## src/design/assert_macros.svh

```systemverilog
// ---------------------------------------------------------------------------
// Assertion macros
// Shared concurrent assertion forms for the positional list engine.
// ---------------------------------------------------------------------------
`ifndef ASSERT_MACROS_SVH
`define ASSERT_MACROS_SVH

// The condition holds at every clock edge outside reset.
`define PLE_ASSERT_ALWAYS(lbl, clk, rstn, cond) \
    lbl: assert property (@(posedge clk) disable iff (!(rstn)) (cond)) \
        else $error("assertion failed");

// Whenever the trigger holds, the outcome holds at the next clock edge.
`define PLE_ASSERT_NEXT(lbl, clk, rstn, trig, outcome) \
    lbl: assert property (@(posedge clk) disable iff (!(rstn)) (trig) |=> (outcome)) \
        else $error("assertion failed");

// Whenever the trigger holds, the outcome holds at the same clock edge.
`define PLE_ASSERT_SAME(lbl, clk, rstn, trig, outcome) \
    lbl: assert property (@(posedge clk) disable iff (!(rstn)) (trig) |-> (outcome)) \
        else $error("assertion failed");

`endif

```

## src/design/ple_pkg.sv

```systemverilog
// ---------------------------------------------------------------------------
// Positional list engine package
// Sizes, operation and status codes, and controller/datapath interfaces.
// ---------------------------------------------------------------------------
package ple_pkg;

    localparam int DEPTH      = 64;
    localparam int DATA_WIDTH = 32;

    localparam int OP_W     = 3;
    localparam int VALUE_W  = 32;
    localparam int POS_W    = 7;
    localparam int STATUS_W = 2;
    localparam int COUNT_W  = 7;

    localparam int AW    = (DEPTH > 2) ? $clog2(DEPTH) : 1;
    localparam int CNT_W = $clog2(DEPTH + 1);
    localparam int CMP_W = ((CNT_W > POS_W) ? CNT_W : POS_W) + 1;

    localparam int S_TDATA_W = ((VALUE_W + POS_W + 7) / 8) * 8;
    localparam int M_TDATA_W = ((STATUS_W + COUNT_W + 7) / 8) * 8;

    typedef enum logic [OP_W-1:0] {
        OP_INS_FRONT = 3'd0,
        OP_INS_BACK  = 3'd1,
        OP_INS_POS   = 3'd2,
        OP_DEL_FRONT = 3'd3,
        OP_DEL_BACK  = 3'd4,
        OP_DEL_POS   = 3'd5
    } op_e_t;

    typedef enum logic [STATUS_W-1:0] {
        ST_DONE  = 2'd0,
        ST_RANGE = 2'd1,
        ST_FULL  = 2'd2,
        ST_EMPTY = 2'd3
    } status_e_t;

    typedef struct packed {
        logic      load;         // capture the accepted request
        logic      setup;        // set walk pointer and stop index
        logic      rd;           // read the neighbor of the walk pointer
        logic      wr_step;      // write it back one slot over and step
        logic      commit;       // place the value or drop the entry, update count
        logic      load_result;  // capture status and count into the output register
        status_e_t res_status;
    } cmd_t;

    typedef struct packed {
        logic [OP_W-1:0] op;
        logic            full;
        logic            empty;
        logic            ins_pos_bad;
        logic            del_pos_bad;
        logic            walk_done;
    } stat_t;

    // Sign-extend the 32-bit input value, then keep its low DATA_WIDTH bits.
    function automatic logic [DATA_WIDTH-1:0] trim_value(input logic [VALUE_W-1:0] v);
        logic [63:0] ext;
        ext = {{(64 - VALUE_W){v[VALUE_W-1]}}, v};
        return ext[DATA_WIDTH-1:0];
    endfunction

endpackage

```

## src/design/ple_ctrl.sv

```systemverilog
// ---------------------------------------------------------------------------
// Positional list engine controller
// Sequences accept, decision, entry walk, commit and result hand-off.
// ---------------------------------------------------------------------------
`include "assert_macros.svh"

module ple_ctrl (
    input  logic           aclk,
    input  logic           aresetn,
    input  logic           s_tvalid,
    output logic           s_tready,
    output logic           m_tvalid,
    input  logic           m_tready,
    input  ple_pkg::stat_t stat,
    output ple_pkg::cmd_t  cmd
);
    import ple_pkg::*;

    typedef enum logic [2:0] {
        S_IDLE,
        S_DECIDE,
        S_WALK,
        S_WR,
        S_FINISH
    } state_t;

    state_t    state_reg, state_next;
    status_e_t st_reg, st_next;
    logic      commit_reg, commit_next;
    logic      m_tvalid_reg, m_tvalid_next;
    logic      out_free;
    logic      is_ins, is_del;

    assign out_free = !m_tvalid_reg || m_tready;
    assign s_tready = (state_reg == S_IDLE);
    assign m_tvalid = m_tvalid_reg;

    assign is_ins = (stat.op == OP_INS_FRONT) || (stat.op == OP_INS_BACK) ||
                    (stat.op == OP_INS_POS);
    assign is_del = (stat.op == OP_DEL_FRONT) || (stat.op == OP_DEL_BACK) ||
                    (stat.op == OP_DEL_POS);

    always_comb begin
        state_next     = state_reg;
        st_next        = st_reg;
        commit_next    = commit_reg;
        m_tvalid_next  = m_tvalid_reg;
        cmd            = '0;
        cmd.res_status = st_reg;

        if (m_tvalid_reg && m_tready) begin
            m_tvalid_next = 1'b0;
        end

        unique case (state_reg)
            S_IDLE: begin
                if (s_tvalid) begin
                    cmd.load   = 1'b1;
                    state_next = S_DECIDE;
                end
            end
            S_DECIDE: begin
                // Full and empty are checked ahead of the position.
                commit_next = 1'b0;
                state_next  = S_FINISH;
                priority if (is_ins && stat.full) begin
                    st_next = ST_FULL;
                end else if (is_del && stat.empty) begin
                    st_next = ST_EMPTY;
                end else if (!is_ins && !is_del) begin
                    st_next = ST_RANGE;
                end else if ((stat.op == OP_INS_POS) && stat.ins_pos_bad) begin
                    st_next = ST_RANGE;
                end else if ((stat.op == OP_DEL_POS) && stat.del_pos_bad) begin
                    st_next = ST_RANGE;
                end else begin
                    st_next     = ST_DONE;
                    commit_next = 1'b1;
                    cmd.setup   = 1'b1;
                    state_next  = S_WALK;
                end
            end
            S_WALK: begin
                if (stat.walk_done) begin
                    state_next = S_FINISH;
                end else begin
                    cmd.rd     = 1'b1;
                    state_next = S_WR;
                end
            end
            S_WR: begin
                cmd.wr_step = 1'b1;
                state_next  = S_WALK;
            end
            S_FINISH: begin
                if (out_free) begin
                    cmd.commit      = commit_reg;
                    cmd.load_result = 1'b1;
                    m_tvalid_next   = 1'b1;
                    state_next      = S_IDLE;
                end
            end
            default: state_next = S_IDLE;
        endcase
    end

    always_ff @(posedge aclk) begin
        if (!aresetn) begin
            state_reg    <= S_IDLE;
            st_reg       <= ST_DONE;
            commit_reg   <= 1'b0;
            m_tvalid_reg <= 1'b0;
        end else begin
            state_reg    <= state_next;
            st_reg       <= st_next;
            commit_reg   <= commit_next;
            m_tvalid_reg <= m_tvalid_next;
        end
    end

    `PLE_ASSERT_SAME(a_result_slot_free, aclk, aresetn, cmd.load_result,
                     !m_tvalid_reg || m_tready)
    `PLE_ASSERT_NEXT(a_result_shown, aclk, aresetn, cmd.load_result, m_tvalid_reg)
    `PLE_ASSERT_SAME(a_commit_only_done, aclk, aresetn, cmd.commit, st_reg == ST_DONE)

endmodule

```

## src/design/ple_dp.sv

```systemverilog
// ---------------------------------------------------------------------------
// Positional list engine datapath
// Entry memory, entry count, walk pointer and result register.
// ---------------------------------------------------------------------------
`include "assert_macros.svh"

module ple_dp (
    input  logic                                   aclk,
    input  logic                                   aresetn,
    input  logic [ple_pkg::S_TDATA_W-1:0]          s_tdata,
    input  logic [ple_pkg::OP_W-1:0]               s_tuser,
    input  ple_pkg::cmd_t                          cmd,
    output ple_pkg::stat_t                         stat,
    output logic [ple_pkg::STATUS_W-1:0]           res_status,
    output logic [ple_pkg::COUNT_W-1:0]            res_count
);
    import ple_pkg::*;

    logic [DATA_WIDTH-1:0] mem [DEPTH];
    logic [DATA_WIDTH-1:0] rdata_reg;

    logic [OP_W-1:0]       op_reg;
    logic [DATA_WIDTH-1:0] val_reg;
    logic [POS_W-1:0]      pos_reg;
    logic [CNT_W-1:0]      occ_reg, occ_next;
    logic [AW-1:0]         ptr_reg, ptr_next;
    logic [AW-1:0]         stop_reg, stop_next;
    logic                  ins_dir_reg, ins_dir_next;
    logic [STATUS_W-1:0]   res_status_reg;
    logic [COUNT_W-1:0]    res_count_reg;

    logic [CMP_W-1:0]      pos_ext, occ_ext, occ_next_ext;
    logic [AW-1:0]         occ_idx, occ_last_idx, pos_idx, rd_addr;
    logic                  is_ins_op;

    assign pos_ext      = CMP_W'(pos_reg);
    assign occ_ext      = CMP_W'(occ_reg);
    assign occ_next_ext = CMP_W'(occ_next);
    assign occ_idx      = occ_ext[AW-1:0];
    assign occ_last_idx = occ_idx - AW'(1);
    assign pos_idx      = AW'(pos_ext - CMP_W'(1));
    assign is_ins_op    = (op_reg == OP_INS_FRONT) || (op_reg == OP_INS_BACK) ||
                          (op_reg == OP_INS_POS);

    assign stat.op          = op_reg;
    assign stat.full        = (occ_reg == CNT_W'(DEPTH));
    assign stat.empty       = (occ_reg == '0);
    assign stat.ins_pos_bad = (pos_reg == '0) || (pos_ext > occ_ext + CMP_W'(1));
    assign stat.del_pos_bad = (pos_reg == '0) || (pos_ext > occ_ext);
    assign stat.walk_done   = (ptr_reg == stop_reg);

    // An insert walks down from the tail, a delete walks up toward it.
    assign rd_addr = ins_dir_reg ? (ptr_reg - AW'(1)) : (ptr_reg + AW'(1));

    always_comb begin
        ptr_next     = ptr_reg;
        stop_next    = stop_reg;
        ins_dir_next = ins_dir_reg;
        occ_next     = occ_reg;

        if (cmd.setup) begin
            ins_dir_next = is_ins_op;
            if (is_ins_op) begin
                ptr_next = occ_idx;
                if (op_reg == OP_INS_FRONT) begin
                    stop_next = '0;
                end else if (op_reg == OP_INS_BACK) begin
                    stop_next = occ_idx;
                end else begin
                    stop_next = pos_idx;
                end
            end else begin
                stop_next = occ_last_idx;
                if (op_reg == OP_DEL_FRONT) begin
                    ptr_next = '0;
                end else if (op_reg == OP_DEL_BACK) begin
                    ptr_next = occ_last_idx;
                end else begin
                    ptr_next = pos_idx;
                end
            end
        end

        if (cmd.wr_step) begin
            ptr_next = rd_addr;
        end

        if (cmd.commit) begin
            occ_next = ins_dir_reg ? (occ_reg + CNT_W'(1)) : (occ_reg - CNT_W'(1));
        end
    end

    always_ff @(posedge aclk) begin
        if (cmd.rd) begin
            rdata_reg <= mem[rd_addr];
        end
        if (cmd.wr_step) begin
            mem[ptr_reg] <= rdata_reg;
        end else if (cmd.commit && ins_dir_reg) begin
            mem[stop_reg] <= val_reg;
        end
    end

    always_ff @(posedge aclk) begin
        if (cmd.load) begin
            op_reg  <= s_tuser;
            val_reg <= trim_value(s_tdata[VALUE_W-1:0]);
            pos_reg <= s_tdata[VALUE_W +: POS_W];
        end
        ptr_reg     <= ptr_next;
        stop_reg    <= stop_next;
        ins_dir_reg <= ins_dir_next;
        if (cmd.load_result) begin
            res_status_reg <= cmd.res_status;
            res_count_reg  <= occ_next_ext[COUNT_W-1:0];
        end
    end

    always_ff @(posedge aclk) begin
        if (!aresetn) begin
            occ_reg <= '0;
        end else begin
            occ_reg <= occ_next;
        end
    end

    assign res_status = res_status_reg;
    assign res_count  = res_count_reg;

    `PLE_ASSERT_ALWAYS(a_occ_bounded, aclk, aresetn, occ_reg <= CNT_W'(DEPTH))
    `PLE_ASSERT_NEXT(a_occ_held, aclk, aresetn, !cmd.commit, $stable(occ_reg))
    `PLE_ASSERT_SAME(a_insert_has_room, aclk, aresetn, cmd.commit && ins_dir_reg,
                     !stat.full)

endmodule

```

## src/design/positional_list_engine.sv

```systemverilog
// ---------------------------------------------------------------------------
// Positional list engine
// Bounded ordered list with front, back and positional insert and delete.
// ---------------------------------------------------------------------------
// One request is handled at a time. The list is held in order in a
// single-port entry memory. Each entry that has to move one slot is read and
// then written back one slot over.
// - Front inserts and deletes move every entry that stays in the list.
// - Back operations move no entry.
// - Rejected requests skip the walk.
// The next request is accepted once the result has been loaded, so a result
// can wait in the output register while that request is accepted.

module positional_list_engine (
    input  logic                            aclk,
    input  logic                            aresetn,
    input  logic                            s_tvalid,
    output logic                            s_tready,
    // [31:0] value, [38:32] position, upper bits zero
    input  logic [ple_pkg::S_TDATA_W-1:0]   s_tdata,
    // [2:0] opcode
    input  logic [ple_pkg::OP_W-1:0]        s_tuser,
    output logic                            m_tvalid,
    input  logic                            m_tready,
    // [1:0] status, [8:2] entry_count, upper bits zero
    output logic [ple_pkg::M_TDATA_W-1:0]   m_tdata
);
    import ple_pkg::*;

    cmd_t                cmd;
    stat_t               stat;
    logic [STATUS_W-1:0] res_status;
    logic [COUNT_W-1:0]  res_count;

    ple_ctrl u_ctrl (
        .aclk     (aclk),
        .aresetn  (aresetn),
        .s_tvalid (s_tvalid),
        .s_tready (s_tready),
        .m_tvalid (m_tvalid),
        .m_tready (m_tready),
        .stat     (stat),
        .cmd      (cmd)
    );

    ple_dp u_dp (
        .aclk       (aclk),
        .aresetn    (aresetn),
        .s_tdata    (s_tdata),
        .s_tuser    (s_tuser),
        .cmd        (cmd),
        .stat       (stat),
        .res_status (res_status),
        .res_count  (res_count)
    );

    assign m_tdata = {{(M_TDATA_W - STATUS_W - COUNT_W){1'b0}}, res_count, res_status};

endmodule
```

## config.mk

```make
export PLATFORM = sky130hd
export DESIGN_NAME = positional_list_engine
export DESIGN_NICKNAME = d
export VERILOG_FILES = /design/src/design/ple_pkg.sv /design/src/design/ple_ctrl.sv /design/src/design/ple_dp.sv /design/src/design/positional_list_engine.sv
export VERILOG_INCLUDE_DIRS = /design/src /design/src/design
export SDC_FILE = /design/constraint.sdc
export NUM_CORES = 1
export LEC_CHECK = 0
export BUFFER_PORTS_ARGS = -buffer_cell sky130_fd_sc_hd__buf_2
export CAP_MARGIN = 10
export CELL_PAD_IN_SITES_DETAIL_PLACEMENT = 2
export CELL_PAD_IN_SITES_GLOBAL_PLACEMENT = 2
export CORE_MARGIN = 2
export CORE_UTILIZATION = 37
export DETAILED_ROUTE_END_ITERATION = 8
export GPL_TIMING_DRIVEN = 0
export PLACE_DENSITY = 0.95
export REMOVE_ABC_BUFFERS = 1
export SYNTH_ARGS = -nofsm -noshare
export SYNTH_HDL_FRONTEND = slang
export SYNTH_SLANG_ARGS = --single-unit
```

## constraint.sdc

```tcl
create_clock -name aclk -period 5.6 [get_ports aclk]
set_clock_uncertainty 0.2 [all_clocks]
set_input_delay 0.56 -clock aclk [delete_from_list [all_inputs] [get_ports aclk]]
set_output_delay 0.56 -clock aclk [all_outputs]
set_load 0.005 [all_outputs]
```

==> results of run 1 <==
==> worst register-to-register path: cells and delay by family (launching register included) <==
family	cells	cell delay, ps
fa+ha+maj	2	670
compound gates	5	2150
buf+inv	2	280
simple gates	1	140
flops	1	750
==> cells by family after synthesis <==
logic type                 share of synthesized area
muxes                                        0.01971
AOI/OAI and AO/OA                             0.1553
xor gates and xnor gates                     0.07725
and+or+nand+nor                               0.1703
other                                       0.001181
DFF                                           0.3910
buffers and inverters                        0.07016
adders and majority gates                     0.1151
==> layout make-up <==
type,instances,area (um^2),share of cell area
Clock buffer,5,68.82,0.02035
Inverter,18,67.56,0.01998
Timing Repair Buffer,24,120.1,0.03552
Sequential cell,46,1241,0.3670
Multi-Input combinational cell,246,1733,0.5124
Clock inverter,3,20.02,0.005919
Tap cell,105,131.4,0.03885
==> how the worst min path moves through the flow <==
stage,to,cells after the start
finish,u_dp.pos_reg[4],1
global route,u_dp.pos_reg[4],1
CTS,u_dp.pos_reg[4],1
detailed placement,u_dp.res_status[1],0
global placement,u_dp.res_status[0],0
floorplan,u_dp.res_status[0],0
==> power by group <==
group | total, W | switching [W] | leakage (nW) | internal, W
logic | 0.000118 | 0.0000718 | 0.835 | 0.0000463
registers | 0.000403 | 0.0000211 | 0.418 | 0.000381
clock network | 0.000212 | 0.000123 | 0.0484 | 0.0000883
==> cells in the final DEF, fill, tap and decap left out, types with 2 or more instances in the layout <==
| master | instances |
|---|---|
| nor2_1 | 19 |
| fa_1 | 2 |
| o21ai_1 | 2 |
| mux2i_1 | 4 |
| nor2b_1 | 9 |
| a31oi_1 | 3 |
| nor3b_1 | 4 |
| edfxtp_1 | 32 |
| buf_2 | 24 |
| o21bai_1 | 2 |
| nand3_1 | 13 |
| conb_1 | 7 |
| a21oi_1 | 22 |
| mux2_2 | 2 |
| xor2_1 | 12 |
| xnor2_1 | 16 |
| nand2_1 | 20 |
| o211ai_1 | 4 |
| and2_1 | 7 |
| nand2b_1 | 4 |
| or3_4 | 2 |
| nor3_1 | 8 |
| o22ai_1 | 11 |
| o21ai_0 | 14 |
| a21o_1 | 4 |
| dfxtp_1 | 14 |
| clkbuf_8 | 5 |
| a22oi_1 | 5 |
| ha_1 | 26 |
| inv_1 | 18 |
| a211oi_1 | 4 |
| nor4_1 | 3 |
==> through the flow <==
stage | std cells | setup slack, ps | util | area, um^2
global placement | 439 | 1570 | 0.3988 | 3293
detailed placement | 439 | 1161 | 0.3988 | 3293
floorplan | 310 | 2366 | - | 3042
finish | 447 | 1040 | 0.4095 | 3382
global route | 447 | 671.9 | 0.4095 | 3382
CTS | 447 | 1048 | 0.4095 | 3382
==> per-layer routing <==
metal	wire length, um	vias up	part of all wire	GRT usage
met4	261	0	0.027	0.06826
met1	4012	1289	0.41	0.2464
met3	249	21	0.026	0.02962
met2	5191	49	0.53	0.3996
met5	0	-	0	0
li1	-	1201	-	-
==> flow_metrics.py, run 1 <==
metrics = {
    "clock_network": {
        "cts_tree": "done",
        "clk_path_buf_depth": 2,
        "cts_post_setup_buffers_inserted": 0,
        "clock-sinks": 46,
        "cts.repair.resized": 0,
        "cts_made_buffers": 5,
        "post_cts_hold_buffer_count": 0,
        "insertion_delay_ps": 310,
        "clk_root_buffer_cell": "clkbuf_8",
        "ctsHtreeMaxLevel": 2,
        "clk_transition_reported_paths_ps": 100,
    },
    "setup_path": {
        "timing.setup.critical_path_class": "flop to flop",
        "worst_setup_path_endpoint": "u_dp.ptr_reg[5]",
        "startpoint": "u_dp.occ_reg[0]",
        "worstSetupStartpointType": "flop",
        "timing.critical_path.cells": "inv_1, ha_1, inv_1, ha_1, nor2b_1, o211ai_1, a21oi_1, a2111oi_0, o22ai_1, o21ai_1",
        "cp_max_fo": 12,
        "crit-reg2reg-capture": "u_dp.ptr_reg[5]",
        "end_kind": "flop",
        "worst_path_max_stage_delay_ps": 860,
        "r2r-start": "u_dp.occ_reg[0]",
        "r2r_slack_ps": 1040,
        "required_ps": 5340,
        "critical_path_cell_count": 10,
        "r2r.worst_path.cells": 10,
        "critical-path-slowest-cell": "a2111oi_0",
        "crit_path_leading_delay_family": "compound AO/OA/AOI/OAI gates",
        "worst_ep_arrival_time_ps": 4300,
        "critical_path.n_buffers_inverters": 2,
    },
    "worst_hold_path": {
        "timing.hold.worst.start": "s_tdata[36]",
        "hold_path_class": "input pin to flop",
    },
    "timing": {
        "worst_hold_slack_after_final_layout_ps": 218.5,
        "min_period_over_period": 0.8144,
        "fmax_mhz": 219.3,
        "timing_max_transition_violations_final": 0,
        "rsz0062_at_grt": "false",
        "slew_headroom": 0.3149,
        "final_total_negative_setup_slack_ps": 0,
        "finalHoldViolations": 0,
        "timing_worst_slew_pin_value_ps": 1002,
        "post-route-min-period_ps": 4560,
        "finalSetupViolations": 0,
    },
    "die": {
        "die_w_um": 96.63,
        "core_um2": 8258,
        "die_height_um": 96.63,
        "floorplan.rows": 33,
        "fp.dieArea_um2": 9336,
        "io-pin-count": 65,
        "starting_density_of_the_core": 0.3844,
    },
    "yosys": {
        "syn_inst": 325,
        "synth_area_um2": 3174,
        "yosysTopAreaCellShare": 0.3027,
        "synth.top_cells.by_area": "edfxtp_1, ha_1, dfxtp_1",
        "most_common_cell_in_the_netlist": "edfxtp_1",
        "yosys_warnings": 0,
        "async_reset_ff_frac": 0,
        "synth_top_cells_by_count": "edfxtp_1, ha_1, a21oi_1",
        "postSynthRegisterBits": 46,
        "synth_cell_types": 53,
        "yosys_most_used_dff": "edfxtp_1",
        "yosysTopAreaCell": "edfxtp_1",
        "synthesis.area_per_instance_um2": 9.767,
        "sequential_area_share_after_synthesis": 0.3910,
        "number_of_enable_type_register_cells_in_the_synthesized_netlist": 32,
    },
    "global_route": {
        "grt_antenna_before_repair": 0,
        "total_congestion_overflow_after_global_routing": 0,
        "total_global_route_track_usage": 0.2124,
        "grt_first_pass_wirelength_um": 15710,
        "grt_max_degree": 29,
        "via_count_of_the_first_global_routing_pass": 2865,
    },
    "route": {
        "vias": 2560,
        "first_pass_iters": 4,
        "via_per_inst": 5.727,
        "remaining_drc_errors": 0,
        "wire_per_inst_um": 21.74,
        "number_of_nets_still_failing_antenna_checks_after_routing": 0,
        "finalWirelength_um": 9716,
        "drt_iter0_drc": 162,
    },
    "finish": {
        "n_antenna_cell": 0,
        "fillerInstances": 908,
        "fraction_of_final_layout_cells_sized_beyond_drive_strength_1": 0.1170,
        "layout-area-overhead-vs-synth_pct": 6.543,
        "design.final.nets": 416,
    },
    "run": {
        "maxCapViolations": 0,
    },
    "power_and_ir_drop": {
        "power_density_nw_per_um2": 216.5,
        "peakVddDrop_v": 0.0001205,
        "leakagePower_nw": 1.302,
        "fin_total_pwr_w": 0.0007323,
    },
    "run_status": {
        "run_status": "finished clean",
    },
    "place": {
        "dp_hpwl_um": 7049,
        "port_buffers": 24,
        "globalplace.congestion": 0.8921,
    },
}
(Power assumes the default switching activity.)
==> inputs of run 2 (changes only) <==
ABC_AREA = 1   (was unset)
CORE_UTILIZATION = 30   (was 37)
PLACE_DENSITY = 0.88   (was 0.95)
clock period = 3.7 ns   (was 5.6 ns; I/O delays follow)
==> run 2 against run 1 <==
Final cell count grew 18%. Via count up 1.7%. Hold slack lost 190 ps. Non-clock buffer count is the same. Wire length fell by 3.1%. Largest cell class unchanged. Highest routed layer unchanged.
==> flow_metrics.py, run 2 <==
metrics = {
    "yosys": {
        "yosys_warnings": 0,
        "synth_top_family_by_area": "simple AND/OR/NAND/NOR gates",
        "synth.top_cells.by_area": "edfxtp_1, ha_1, dfxtp_1",
        "syn_inst": 368,
        "most_common_cell_in_the_netlist": "nand2_1",
        "sequential_area_share_after_synthesis": 0.3896,
        "synth_simple_gate_area_share": 0.2109,
        "yosysTopAreaCellShare": 0.3016,
        "synth_top_cells_by_count": "nand2_1, inv_1, edfxtp_1",
        "post_synth_xor_area_fraction": 0.07973,
        "yosysTopAreaCell": "edfxtp_1",
        "fraction_of_the_mapped_netlist_area_in_compound_gates": 0.1049,
        "synthesis.area_per_instance_um2": 8.656,
        "synthAdderAreaFrac": 0.1147,
        "number_of_enable_type_register_cells_in_the_synthesized_netlist": 32,
        "yosys-mux-area-fraction": 0.003142,
        "synth_cell_types": 42,
        "async_reset_ff_frac": 0,
        "yosys_most_used_dff": "edfxtp_1",
        "postSynthRegisterBits": 46,
        "synth_area_um2": 3186,
    },
    "route": {
        "finalWirelength_um": 9419,
        "first_pass_iters": 4,
        "via_per_inst": 4.932,
        "drt_iter0_drc": 86,
        "wire_per_inst_um": 17.84,
        "number_of_nets_still_failing_antenna_checks_after_routing": 0,
        "vias": 2604,
        "remaining_drc_errors": 0,
    },
    "run_status": {
        "run_status": "finished clean",
    },
    "die": {
        "core_um2": 10320,
        "die_height_um": 107.0,
        "die_w_um": 107.0,
        "starting_density_of_the_core": 0.3086,
        "fp.dieArea_um2": 11460,
        "io-pin-count": 65,
        "floorplan.rows": 37,
    },
    "clock_network": {
        "clk_root_buffer_cell": "clkbuf_8",
        "post_cts_hold_buffer_count": 0,
        "clock-sinks": 46,
        "cts_made_buffers": 5,
        "clk_path_buf_depth": 2,
        "cts.repair.resized": 0,
        "insertion_delay_ps": 310,
        "clk_transition_reported_paths_ps": 100,
        "cts_tree": "done",
        "ctsHtreeMaxLevel": 2,
        "cts_post_setup_buffers_inserted": 0,
    },
    "setup_path": {
        "worst_ep_arrival_time_ps": 3130,
        "cp_max_fo": 8,
        "end_kind": "flop",
        "critical_path.n_buffers_inverters": 1,
        "required_ps": 3490,
        "critical-path-slowest-cell": "dfxtp_1",
        "worstSetupStartpointType": "flop",
        "timing.critical_path.cells": "ha_1, nand2_1, nor2_1, nand3_1, xor2_1, ha_1, a21oi_1, nand2_1, nand2_1, nand2_1, nand2_1, nand2_1, nand2_1, nand3_2, inv_2, nand2_2, nand2_1",
        "crit_path_leading_delay_family": "simple AND/OR/NAND/NOR gates",
        "worst_path_max_stage_delay_ps": 580,
        "most_frequent_cell_on_critical_path": "nand2_1",
        "timing.setup.critical_path_class": "flop to flop",
    },
    "global_route": {
        "total_global_route_track_usage": 0.1712,
        "grt_first_pass_wirelength_um": 15160,
        "grt_max_degree": 15,
        "grt_antenna_before_repair": 0,
        "via_count_of_the_first_global_routing_pass": 2958,
        "total_congestion_overflow_after_global_routing": 0,
    },
    "finish": {
        "layout.cells.most_common_list": "nand2_1, inv_1, edfxtp_1",
        "final_cells": 528,
        "n_antenna_cell": 0,
        "post_route_core_utilization": 0.3404,
        "fraction_of_final_layout_cells_sized_beyond_drive_strength_1": 0.1480,
        "layout-area-overhead-vs-synth_pct": 10.33,
        "most_common_cell_after_layout_fill_and_taps_aside": "nand2_1",
        "design.final.nets": 466,
    },
    "timing": {
        "timing_max_transition_violations_final": 0,
        "post-route-min-period_ps": 3346,
        "slew_headroom": 0.3953,
        "timing_worst_slew_pin_value_ps": 903.6,
        "worst_hold_slack_after_final_layout_ps": 32.32,
        "fmax_mhz": 298.8,
        "finalSetupViolations": 0,
        "finalHoldViolations": 0,
        "rsz0062_at_grt": "false",
        "final_total_negative_setup_slack_ps": 0,
        "min_period_over_period": 0.9044,
    },
    "power_and_ir_drop": {
        "fin_total_pwr_w": 0.001667,
        "peakVddDrop_v": 0.0001852,
        "power_density_nw_per_um2": 474.4,
        "leakagePower_nw": 1.571,
    },
    "run": {
        "maxCapViolations": 0,
    },
    "place": {
        "dp_hpwl_um": 7351,
        "place.detailed.instances": 520,
        "globalplace.congestion": 0.7932,
        "port_buffers": 24,
    },
    "worst_hold_path": {
        "hold_path_class": "input pin to flop",
    },
}
==> run 2: layout make-up <==
cell class	instances	area [um^2]
clock inverters	2	37.54
clock buffers	6	72.57
flip-flops and latches	46	1241
well taps	136	170.2
fillers	1191	6809
inverters	55	211.5
repair buffers	24	120.1
multi-input cells	259	1662
==> run 2: path summary, 6_finish.rpt <==
kind | startpoint | to | slack, ps | depth (start not counted)
max | u_dp.occ_reg[0] | u_dp.ptr_reg[1] | 350 | 17
min | s_tdata[34] | u_dp.pos_reg[2] | 30 | 1
max reg2reg | u_dp.occ_reg[0] | u_dp.ptr_reg[1] | 350 | 17
min reg2reg | u_ctrl.st_reg[0] | u_dp.res_status[0] | 250 | 0
==> run 2: layer usage <==
layer	up-vias	wire [um]	global-route usage
met5	-	0	0
li1	1247	-	-
met3	10	192	0.01945
met4	0	162	0.05473
met1	1316	3823	0.1909
met2	31	5241	0.3336
==> run 2: per-stage QoR <==
| step | setup WS, ps | cell area, um^2 |
|---|---|---|
| global route | 129.5 | 3515 |
| floorplan | 960.8 | 3114 |
| detailed placement | 329.9 | 3405 |
| global placement | 505.6 | 3405 |
| finish | 353.6 | 3515 |
| CTS | 295.8 | 3515 |
==> run 2: worst reg2reg max path: stages (launching register included) <==
cell and delay [ps]:
dfxtp_1 580, ha_1 260, nand2_1 60, nor2_1 170
nand3_1 110, xor2_1 170, ha_1 330, a21oi_1 170
nand2_1 80, nand2_1 70, nand2_1 50, nand2_1 80
nand2_1 70, nand2_1 100, nand3_2 100, inv_2 60
nand2_2 80, nand2_1 270
==> run 2: logic make-up after synthesis <==
| logic type | count (synthesis) |
|---|---|
| AOI/OAI and AO/OA | 55 |
| other | 1 |
| muxes | 1 |
| DFF | 46 |
| and+or+nand+nor | 139 |
| xor gates and xnor gates | 29 |
| adders and majority gates | 28 |
| buffers and inverters | 69 |
==> run 2: power breakdown <==
| group | switching (W) | internal [W] |
|---|---|---|
| Sequential | 0.0000731 | 0.000649 |
| Clock | 0.000190 | 0.000202 |
| Combinational | 0.000354 | 0.000199 |
